<file path="config.mk">
export PLATFORM = sky130hd
export DESIGN_NAME = group_soft_vote_argmax
export DESIGN_NICKNAME = d
export VERILOG_FILES = /design/src/hw/rtl/gsva_pkg.sv /design/src/hw/rtl/group_soft_vote_argmax.sv /design/src/hw/rtl/gsva_lane.sv /design/src/hw/rtl/gsva_argmax.sv
export SDC_FILE = /design/constraint.sdc
export NUM_CORES = 2
export LEC_CHECK = 0
export ABC_AREA = 1
export BUFFER_PORTS_ARGS = -buffer_cell sky130_fd_sc_hd__buf_2
export CAP_MARGIN = 15
export CORE_ASPECT_RATIO = 2
export CORE_MARGIN = 5
export CORE_UTILIZATION = 30
export CTS_CLUSTER_DIAMETER = 200
export CTS_CLUSTER_SIZE = 24
export DETAILED_ROUTE_END_ITERATION = 7
export GPL_ROUTABILITY_DRIVEN = 0
export PLACE_DENSITY = 0.52
export SKIP_CTS_REPAIR_TIMING = 1
export SYNTH_ARGS = -nofsm -noshare
export SYNTH_HDL_FRONTEND = slang
export SYNTH_HIERARCHICAL = 1
export SYNTH_SLANG_ARGS = --single-unit
</file>
<file path="constraint.sdc">
create_clock -name clk -period 17.2 [get_ports clk]
set_input_delay 3.44 -clock clk [delete_from_list [all_inputs] [get_ports clk]]
set_output_delay 3.44 -clock clk [all_outputs]
set_load 0.01 [all_outputs]
</file>
<file path="src/hw/rtl/gsva_pkg.sv">
// gsva_pkg: shared widths, reset values and lane control type for the
// group soft-vote argmax block. No dependencies.
`default_nettype none

package gsva_pkg;

	// Field and accumulator widths
	localparam int PROB_W         = 16;
	localparam int SUM_W          = 32;
	localparam int NUM_LABELS_W   = 4;
	localparam int DEF_MAX_LABELS = 8;

	// num_labels after reset
	localparam logic [NUM_LABELS_W-1:0] NUM_LABELS_RST = 4'd8;

	// Per-lane control from the top level to one accumulator lane
	typedef struct packed {
		logic acc;     // non-empty row accepted this cycle
		logic last;    // that row closes the group
		logic active;  // lane is lane 0 or below num_labels
	} lane_ctl_t;

endpackage

`default_nettype wire

</file>
<file path="src/hw/rtl/group_soft_vote_argmax.sv">
// group_soft_vote_argmax: soft-voting argmax over groups of probability rows.
// Depends on gsva_pkg, gsva_lane and gsva_argmax.
//
// Usage:
//  - Slave stream carries one row per transaction: tdata holds the per-label
//    Q1.15 probabilities, tlast marks the group's last row, tuser flags an
//    empty group (emits label 0 at once, running sums untouched).
//  - Each lane below num_labels adds its probability into a saturating
//    32-bit sum in the cycle the row is taken; one row per cycle
//    sustained while s_tready is high.
//  - A last row (or empty group) sends the updated sums into a registered
//    compare tree; the master stream then carries the winning label and
//    the sticky saturation flag from the last tree level's registers.
//    Non-last rows give no result.
//  - The config channel writes num_labels (always ready); write it only
//    while the block is idle. 0 acts as 1, values above MAX_LABELS as
//    MAX_LABELS.
//  - Reset clears all sums, the saturation flag and the pipeline, and sets
//    num_labels to 8.
//  - When the master side stalls, results fill the tree stages behind the
//    output register; s_tready drops only once every stage is full.
`default_nettype none

module group_soft_vote_argmax
	import gsva_pkg::*;
#(
	parameter int MAX_LABELS = DEF_MAX_LABELS,
	localparam int LW = $clog2(MAX_LABELS),
	localparam int OW = ((LW + 7) / 8) * 8
) (
	input  logic                         clk,
	input  logic                         arst_n,
	// tdata: prob_0 .. prob_N, 16 bits each, prob_0 lowest
	input  logic                         s_tvalid,
	output logic                         s_tready,
	input  logic [MAX_LABELS*PROB_W-1:0] s_tdata,
	input  logic                         s_tlast,   // last_row
	input  logic                         s_tuser,   // empty_group
	// tdata: label, zero padded to whole bytes
	output logic                         m_tvalid,
	input  logic                         m_tready,
	output logic [OW-1:0]                m_tdata,
	output logic                         m_tuser,   // saturated
	// num_labels register write
	input  logic                         cfg_valid,
	output logic                         cfg_ready,
	input  logic [NUM_LABELS_W-1:0]      cfg_data
);

	localparam int CW = NUM_LABELS_W + 1;

	logic [NUM_LABELS_W-1:0]      num_labels_q;
	logic                         sat_q;
	logic                         acc;
	logic                         res_valid;
	logic                         row_hit;
	logic                         res_sat;
	logic [MAX_LABELS-1:0]        lane_act;
	logic [MAX_LABELS-1:0]        lane_hit;
	logic [MAX_LABELS-1:0]        res_mask;
	logic [MAX_LABELS-1:0][SUM_W-1:0] lane_sum;
	logic [LW-1:0]                label;

	// Config register
	assign cfg_ready = 1'b1;

	always_ff @(posedge clk or negedge arst_n) begin
		if (!arst_n) begin
			num_labels_q <= NUM_LABELS_RST;
		end else if (cfg_valid && cfg_ready) begin
			num_labels_q <= cfg_data;
		end
	end

	// Row control
	assign acc       = s_tvalid && s_tready && !s_tuser;
	assign res_valid = s_tvalid && (s_tlast || s_tuser);

	// Accumulator lanes; lane 0 is always in use
	generate
		for (genvar i = 0; i < MAX_LABELS; i++) begin : g_lane
			lane_ctl_t ctl;

			assign lane_act[i] = (i == 0) || (CW'(i) < CW'(num_labels_q));
			assign ctl.acc     = acc;
			assign ctl.last    = s_tlast;
			assign ctl.active  = lane_act[i];

			gsva_lane u_lane (
				.clk     (clk),
				.arst_n  (arst_n),
				.ctl     (ctl),
				.prob    (s_tdata[i*PROB_W +: PROB_W]),
				.sum_upd (lane_sum[i]),
				.hit     (lane_hit[i])
			);
		end
	endgenerate

	assign row_hit = |lane_hit;

	// Sticky saturation flag, cleared at group end
	always_ff @(posedge clk or negedge arst_n) begin
		if (!arst_n) begin
			sat_q <= 1'b0;
		end else if (acc) begin
			sat_q <= s_tlast ? 1'b0 : (sat_q | row_hit);
		end
	end

	// Empty group: only lane 0 competes, flag reported clear
	assign res_mask = s_tuser ? MAX_LABELS'(1) : lane_act;
	assign res_sat  = !s_tuser && (sat_q || row_hit);

	gsva_argmax #(
		.MAX_LABELS (MAX_LABELS)
	) u_argmax (
		.clk       (clk),
		.arst_n    (arst_n),
		.in_valid  (res_valid),
		.in_ready  (s_tready),
		.in_sums   (lane_sum),
		.in_mask   (res_mask),
		.in_sat    (res_sat),
		.out_valid (m_tvalid),
		.out_ready (m_tready),
		.out_idx   (label),
		.out_sat   (m_tuser)
	);

	assign m_tdata = OW'(label);

	// Group end leaves the flag clear
	a_sat_clear: assert property (@(posedge clk) disable iff (!arst_n)
		(acc && s_tlast) |=> !sat_q)
		else $error("saturation flag not cleared after last row");

	// Flag only rises on an accepted row
	a_sat_rise: assert property (@(posedge clk) disable iff (!arst_n)
		$rose(sat_q) |-> $past(acc))
		else $error("saturation flag set without a row");

	// A ready sink never backs up the source
	a_ready_flow: assert property (@(posedge clk) disable iff (!arst_n)
		m_tready |-> s_tready)
		else $error("input stalled while output is ready");

endmodule

`default_nettype wire

</file>
<file path="src/hw/rtl/gsva_lane.sv">
// gsva_lane: one label's saturating 32-bit running sum.
// Depends on gsva_pkg.
`default_nettype none

module gsva_lane
	import gsva_pkg::*;
(
	input  logic              clk,
	input  logic              arst_n,
	input  lane_ctl_t         ctl,
	input  logic [PROB_W-1:0] prob,
	output logic [SUM_W-1:0]  sum_upd,  // sum including this row
	output logic              hit       // this row hit the ceiling
);

	logic [SUM_W-1:0] sum_q;
	logic [SUM_W:0]   add_w;
	logic             carry;
	logic [SUM_W-1:0] sat_sum;

	// Saturating add; reaching all ones with a nonzero addend also counts
	assign add_w   = {1'b0, sum_q} + (SUM_W+1)'(prob);
	assign carry   = add_w[SUM_W];
	assign sat_sum = carry ? '1 : add_w[SUM_W-1:0];
	assign sum_upd = ctl.active ? sat_sum : sum_q;
	assign hit     = ctl.active & (carry | ((&add_w[SUM_W-1:0]) & (|prob)));

	// Accumulate; cleared once the group's last row has been taken
	always_ff @(posedge clk or negedge arst_n) begin
		if (!arst_n) begin
			sum_q <= '0;
		end else if (ctl.acc) begin
			sum_q <= ctl.last ? '0 : sum_upd;
		end
	end

endmodule

`default_nettype wire

</file>
<file path="src/hw/rtl/gsva_argmax.sv">
// gsva_argmax: registered compare tree that merges the lane sums into the
// index of the largest one (lowest index on ties). Depends on gsva_pkg.
`default_nettype none

module gsva_argmax
	import gsva_pkg::*;
#(
	parameter int MAX_LABELS = DEF_MAX_LABELS,
	localparam int IW = $clog2(MAX_LABELS)
) (
	input  logic                             clk,
	input  logic                             arst_n,
	input  logic                             in_valid,
	output logic                             in_ready,
	input  logic [MAX_LABELS-1:0][SUM_W-1:0] in_sums,
	input  logic [MAX_LABELS-1:0]            in_mask,
	input  logic                             in_sat,
	output logic                             out_valid,
	input  logic                             out_ready,
	output logic [IW-1:0]                    out_idx,
	output logic                             out_sat
);

	localparam int LV = IW;
	localparam int P  = 2 ** LV;

	// Stage arrays: first index is the tree level, stage 0 holds the sums
	logic             v_s   [0:LV];
	logic             sat_s [0:LV];
	logic [SUM_W-1:0] val_s [0:LV][0:P-1];
	logic [IW-1:0]    idx_s [0:LV][0:P-1];
	logic             vld_s [0:LV][0:P-1];
	logic             adv   [0:LV];

	// A stage moves when it is empty or the next one moves
	generate
		for (genvar l = 0; l <= LV; l++) begin : g_adv
			if (l == LV) begin : g_end
				assign adv[l] = !v_s[l] || out_ready;
			end else begin : g_mid
				assign adv[l] = !v_s[l] || adv[l+1];
			end
		end
	endgenerate

	assign in_ready = adv[0];

	// Stage 0 control
	always_ff @(posedge clk or negedge arst_n) begin
		if (!arst_n) begin
			v_s[0] <= 1'b0;
		end else if (adv[0]) begin
			v_s[0] <= in_valid;
		end
	end

	always_ff @(posedge clk) begin
		if (adv[0] && in_valid) begin
			sat_s[0] <= in_sat;
		end
	end

	// Stage 0 leaves; padding leaves never win
	generate
		for (genvar j = 0; j < P; j++) begin : g_leaf
			always_ff @(posedge clk) begin
				if (adv[0] && in_valid) begin
					idx_s[0][j] <= IW'(j);
					if (j < MAX_LABELS) begin
						val_s[0][j] <= in_sums[j];
						vld_s[0][j] <= in_mask[j];
					end else begin
						val_s[0][j] <= '0;
						vld_s[0][j] <= 1'b0;
					end
				end
			end
		end
	endgenerate

	// Tree levels: a valid right child wins when the left is invalid or smaller
	generate
		for (genvar l = 1; l <= LV; l++) begin : g_lvl
			always_ff @(posedge clk or negedge arst_n) begin
				if (!arst_n) begin
					v_s[l] <= 1'b0;
				end else if (adv[l]) begin
					v_s[l] <= v_s[l-1];
				end
			end

			always_ff @(posedge clk) begin
				if (adv[l] && v_s[l-1]) begin
					sat_s[l] <= sat_s[l-1];
				end
			end

			for (genvar j = 0; j < (P >> l); j++) begin : g_node
				logic take_r;

				assign take_r = vld_s[l-1][2*j+1] &&
				                (!vld_s[l-1][2*j] ||
				                 (val_s[l-1][2*j+1] > val_s[l-1][2*j]));

				always_ff @(posedge clk) begin
					if (adv[l] && v_s[l-1]) begin
						val_s[l][j] <= take_r ? val_s[l-1][2*j+1] : val_s[l-1][2*j];
						idx_s[l][j] <= take_r ? idx_s[l-1][2*j+1] : idx_s[l-1][2*j];
						vld_s[l][j] <= vld_s[l-1][2*j+1] | vld_s[l-1][2*j];
					end
				end
			end
		end
	endgenerate

	assign out_valid = v_s[LV];
	assign out_idx   = idx_s[LV][0];
	assign out_sat   = sat_s[LV];

endmodule

`default_nettype wire

</file>
== After elaboration in Yosys (flattened, before gate mapping) ==
Memory sizes are Yosys's and may differ from the RTL's.
Index checks and enable logic that the tools add are counted.

* Add/subtract/negate cells: 8
* $mul: 0
* Divide/modulo/power cells: 0
* $lt $le $gt $ge: 14
* Eq/ne operators: 0
* Shifts and indexed selects: 0
* Mux-type cells: 47
* Bitwise gates (word level): 31
* Reduce and logical (&&, ||, !) cells: 57

{| class="wikitable"
|+ Operators by type and width
! operator !! count
|-
| 32-bit two-way mux || 30
|-
| 32-bit by 16-bit adder with 33-bit output || 8
|-
| 32-bit AND reduction || 8
|-
| 32-bit > comparator || 7
|-
| 16-bit OR reduction || 8
|-
| 3-bit two-way mux || 7
|-
| 3-bit by 4-bit < comparator with 1-bit output, first input constant || 4
|-
| 1-bit OR || 16
|-
| 1-bit bitwise AND || 15
|-
| 1-bit logical AND || 15
|-
| 1-bit logical OR || 13
|-
| 1-bit zero test || 12
|-
| 1-bit two-way mux || 9
|-
| 2-bit by 4-bit < comparator with 1-bit output, first input constant || 2
|-
| 8-bit two-way mux || 1
|-
| 8-bit OR reduction || 1
|-
| 1-bit by 4-bit < comparator with 1-bit output, first input constant || 1
|}

* Register bits after elaboration: 265
* Bits in latches: 0
* Bits in writable memories: 1108
* ROM bits: 0
* Input bits: 139
* Output and inout port bits: 12
* Memories: 4

{| class="wikitable"
|+ Memories
! name !! words !! bits a word !! rd ports !! clocked after Yosys merged registers in !! write ports !! RTL line !! RTL
|-
| u_argmax.val_s || 4 || 256 || 3 || 0 || 4 || gsva_argmax.sv:30 || <nowiki>logic [SUM_W-1:0] val_s [0:LV][0:P-1];</nowiki>
|-
| u_argmax.idx_s || 4 || 12 || 4 || 0 || 4 || gsva_argmax.sv:31 || <nowiki>logic [IW-1:0] idx_s [0:LV][0:P-1];</nowiki>
|-
| u_argmax.vld_s || 4 || 8 || 3 || 0 || 4 || gsva_argmax.sv:32 || <nowiki>logic vld_s [0:LV][0:P-1];</nowiki>
|-
| u_argmax.sat_s || 4 || 1 || 4 || 0 || 4 || gsva_argmax.sv:29 || <nowiki>logic sat_s [0:LV];</nowiki>
|}

== Depth between registers and ports, before layout ==
* Depth in word-level cells: 8
* Gate-level depth with buffers: 21
* Mapped depth without buffers: 21

== Modules after synthesis ==
Netlist, hierarchy kept.

{| class="wikitable"
|+ By module, submodules not included
! module !! instances !! cells each !! area each (um2) !! seq. area each (um2)
|-
| gsva_argmax || 1 || 2188 || 23620.2 || 14423.8
|-
| gsva_lane (g_lane[0].u_lane ...) || 5 || 632 || 3692.3 || 800.8
|-
| gsva_lane (g_lane[5].u_lane ...) || 2 || 638 || 3743.6 || 800.8
|-
| gsva_lane (g_lane[7].u_lane) || 1 || 638 || 3798.6 || 800.8
|-
| group_soft_vote_argmax || 1 || 58 || 396.6 || 126.4
|}

== Least setup slack after synthesis ==
Ideal clock, no wire load.

* Path type: input-to-reg
* Start point: input port m_tready
* End point: memory u_argmax.sat_s[0] (enable)
* Library setup time: 0.902 ns
* Data arrival time: 14.883 ns
* Slack: 1.415 ns
* Cell stages on the path: 8
* Buffers on the path: 0
* Path through: nor2_1 > inv_1 > nor2_1 > inv_1 > nor2_1 > inv_1 > nor2_1 > nor2_1

{| class="wikitable"
|+ RTL lines
! element !! RTL line !! RTL
|-
| from (decl) || group_soft_vote_argmax.sv:41 || <nowiki>input logic m_tready,</nowiki>
|-
| to (decl) || gsva_argmax.sv:29 ||
|}

== Worst setup path in the final report ==
* Start point: input port m_tready
* End point: output port s_tready

* Longest elaborated chain between the ends: 4

{| class="wikitable"
|+ RTL lines
! element !! RTL line !! RTL
|-
| 1-bit logical OR || gsva_argmax.sv:39 || <nowiki>assign adv[l] = !v_s[l] || out_ready;</nowiki>
|-
| 1-bit logical OR (3 in series) || gsva_argmax.sv:41 || <nowiki>assign adv[l] = !v_s[l] || adv[l+1];</nowiki>
|-
| to (decl) || group_soft_vote_argmax.sv:35 || <nowiki>output logic s_tready,</nowiki>
|}

No other way between the ends.

==> metrics.md <==
| Metric | Value |
|---|---|
| Status | completed |
| H-tree levels | 2 |
| CORE AREA | ~0.18 mm2 |
| Crit. End Element | output port |
| Worst-path clk slew | roughly 0.11 ns |
| VDD IR max | 0.0751 mV |
| Wire per inst | roughly 19 um |
| Cell area after synthesis | 0.0538 mm2 |
| Clock buffer depth | 3 |
| RSZ-0062 raised after global routing | no |
| DRT Wirelength | between 150000 and 200000 um |
| I/O Buffers | about 140 |
| Clock skew | between 0.04 and 0.05 ns |
| Largest net degree at the start of global routing | 72 |
| Die area | 0.188 mm2 |
| Netlist cell types | 57 |
| Worst path arrival time | 4.82 ns |
| Simple-gate share of the synthesized area | 0.307 |
| # setup viols final | 0 |
| Worst skew pair latency | about 0.65 ns |
| Final Critical Period | a little over 8 ns |
| Hold violation total from the final report | 0 |
| Cells after Synth | roughly 7300 |
| Vias | approximately 47000 |
| Die X | just over 300 um |
| TNS Setup | 0 ns |
| Compound-Gate Fraction of Synth Area | 0.0973 |
| Nets | just under 8000 |
| Die height | just over 600 um |
| Pwr dens | about 110 mW/mm2 |
| Core Rows | 219 |
| Post-synthesis sequential area ratio | 0.390 |
| Startpoint Class | primary input |
| R2R setup slack | between 10 and 15 ns |
| XOR/XNOR Fraction of Synth Area | 0.00684 |
| Multiplexer area fraction after synthesis | 0.000209 |
| CTS tree | done |
| Worst slew margin | 0.201 |
| Final design utilization | 0.324 |
| Most common cell after layout, fill and taps aside | nand2_1 |
| Global-route wire length before repair | 273000 um |
| Dominant synthesized flop cell | edfxtp_1 |
| Max Fclk | around 120 MHz |
| Post-route ant nets | 0 |
| Grt ovf | 0 |
| Inserted Clock Buffers | 36 |
| Yosys warnings | 6 |
| DR iter-0 viols | approximately 2800 |
| Crit-path max FO | 3 |
| Hold Path Class | flop to flop |
| Fin. max-slew vios | 0 |
| Post-synth EDFFs | between 400 and 500 |
| Synthesis-stage register bit count | around 740 |
| Remaining DRCs | 0 |
| WP data required | 13.76 ns |
| Post-synthesis async set-or-reset flop share | 0.357 |
| Sink Count | between 700 and 800 |
| Root Driver | clkbuf_16 |
| Main combinational cell family by area after synthesis | simple AND/OR/NAND/NOR gates |
| Initial antenna violation count | 2 |
| Number of global-route vias before repair | between 40000 and 50000 |
| Vias per std cell | around 5 |
| Fill cell count | 19000 |
| Post-synthesis adder-cell area fraction | 0.0849 |
| Starting Density | 0.302 |
| Worst Tran Pin Value | 1.20 ns |
| CP Class | primary input to output port |
| Total track usage | 0.189 |
| Worst hold margin | approximately 0.44 ns |
| Area grow syn2layout | 7.31% |
| Post-Syn Area per Cell | 7.34 um2 |
| Pleak | roughly 30 nW |
| Io pins | 151 |
| Dpl hpwl | 149000 um |
| Most frequent cells in the layout | 2438 x nand2_1, 1319 x inv_1, 606 x nand3_1, 535 x nor2_1, 477 x edfxtp_1 |
| Period utilization | 0.480 |
| DR pass1 iterations | 6 |
| # Max-Cap Violations | 0 |
| Share of cells above drive strength 1 | 0.0734 |
[cells by family after synthesis]
family	count (synthesis)
compound gates	760
xor+xnor	42
fa+ha+maj	360
buf+inv	1513
flops	742
mux	1
other cells	2
simple gates	3900
[per-layer routing]
layer | track usage | vias to the layer above | share of wire
met1 | 0.179 | 22200 | 0.34
met2 | 0.373 | 1149 | 0.55
met3 | 0.0113 | 466 | 0.023
li1 | - | 23600 | -
met5 | 0 | - | 0
met4 | 0.138 | 0 | 0.090
[path summary, 6_finish.rpt]
check / from / end / cells past startpoint
max: m_tready / s_tready / 10
min: u_argmax/sat_s[1] / u_argmax/sat_s[2] / 0
max in group asynchronous: arst_n / g_lane[6].u_lane/sum_q[8] / 3
min reg2reg: u_argmax/sat_s[1] / u_argmax/sat_s[2] / 0
max reg2reg: u_argmax/out_valid / g_lane[0].u_lane/sum_q[18] / 17
min in group asynchronous: arst_n / g_lane[3].u_lane/sum_q[0] / 1
[per-stage QoR]
stage	area [um2]	power, mW	worst slack (ns)	std cells
final	57700	6.19	8.94	9728
after global routing	57700	6.61	8.79	9728
after CTS	57700	6.25	8.94	9727
after detailed placement	56600	5.19	8.94	9662
after global placement	56600	5.16	8.84	9662
after floorplan	53800	4.34	1.42	7329
[state kept, by name, summed over array words and instances, names as in the netlist]
name	cells
u_argmax/val_s	448
u_argmax/out_valid	1
u_argmax/idx_s	11
u_argmax/sat_s	4
g_lane.u_lane/sum_q	256
sat_q	1
u_argmax/vld_s	14
u_argmax/v_s	3
num_labels_q	4
[worst max-delay path, stage by stage]
cell and delay (ns):
buf_2 0.10, nor2_1 0.16, inv_1 0.09, nor2_1 0.15
inv_1 0.10, nor2_1 0.10, inv_1 0.08, nor2_1 0.22
inv_1 0.19, buf_2 0.18
[synth_stat cells, types with 33 or more instances]
cell      number  share of area
nand3_1      606          0.056
clkbuf_1      68         0.0047
o21ai_0       78         0.0073
a21oi_1      163          0.015
edfxtp_1     477           0.27
o22ai_1      160          0.019
dfrtp_1      264           0.12
nand4_1      110          0.013
ha_1         352          0.082
nand2_1     2438           0.17
o21ai_1      168          0.016
inv_1       1322          0.092
o22ai_2      115          0.027
nor2_1       537          0.037
nor2_2        33         0.0038
nand2_2       39         0.0045
[layout make-up]
type | instances | area, um2 | area share
clock buffer | 63 | 1040 | 0.0181
timing repair buffer | 171 | 933 | 0.0162
clock inverter | 2 | 20.0 | 0.000347
sequential | 742 | 21000 | 0.363
tap | 2320 | 2900 | 0.0503
inverter | 1355 | 5110 | 0.0885
antenna | 1 | 2.50 | 0.0000434
multi-input combinational | 5074 | 26700 | 0.463
[power by group]
group / internal (mW) / switching (mW)
sequential: 2.32 / 0.354
clock: 0.422 / 0.608
combinational: 0.805 / 1.68
total: 3.54 / 2.65
No activity file was read; power rests on OpenSTA's default activity.
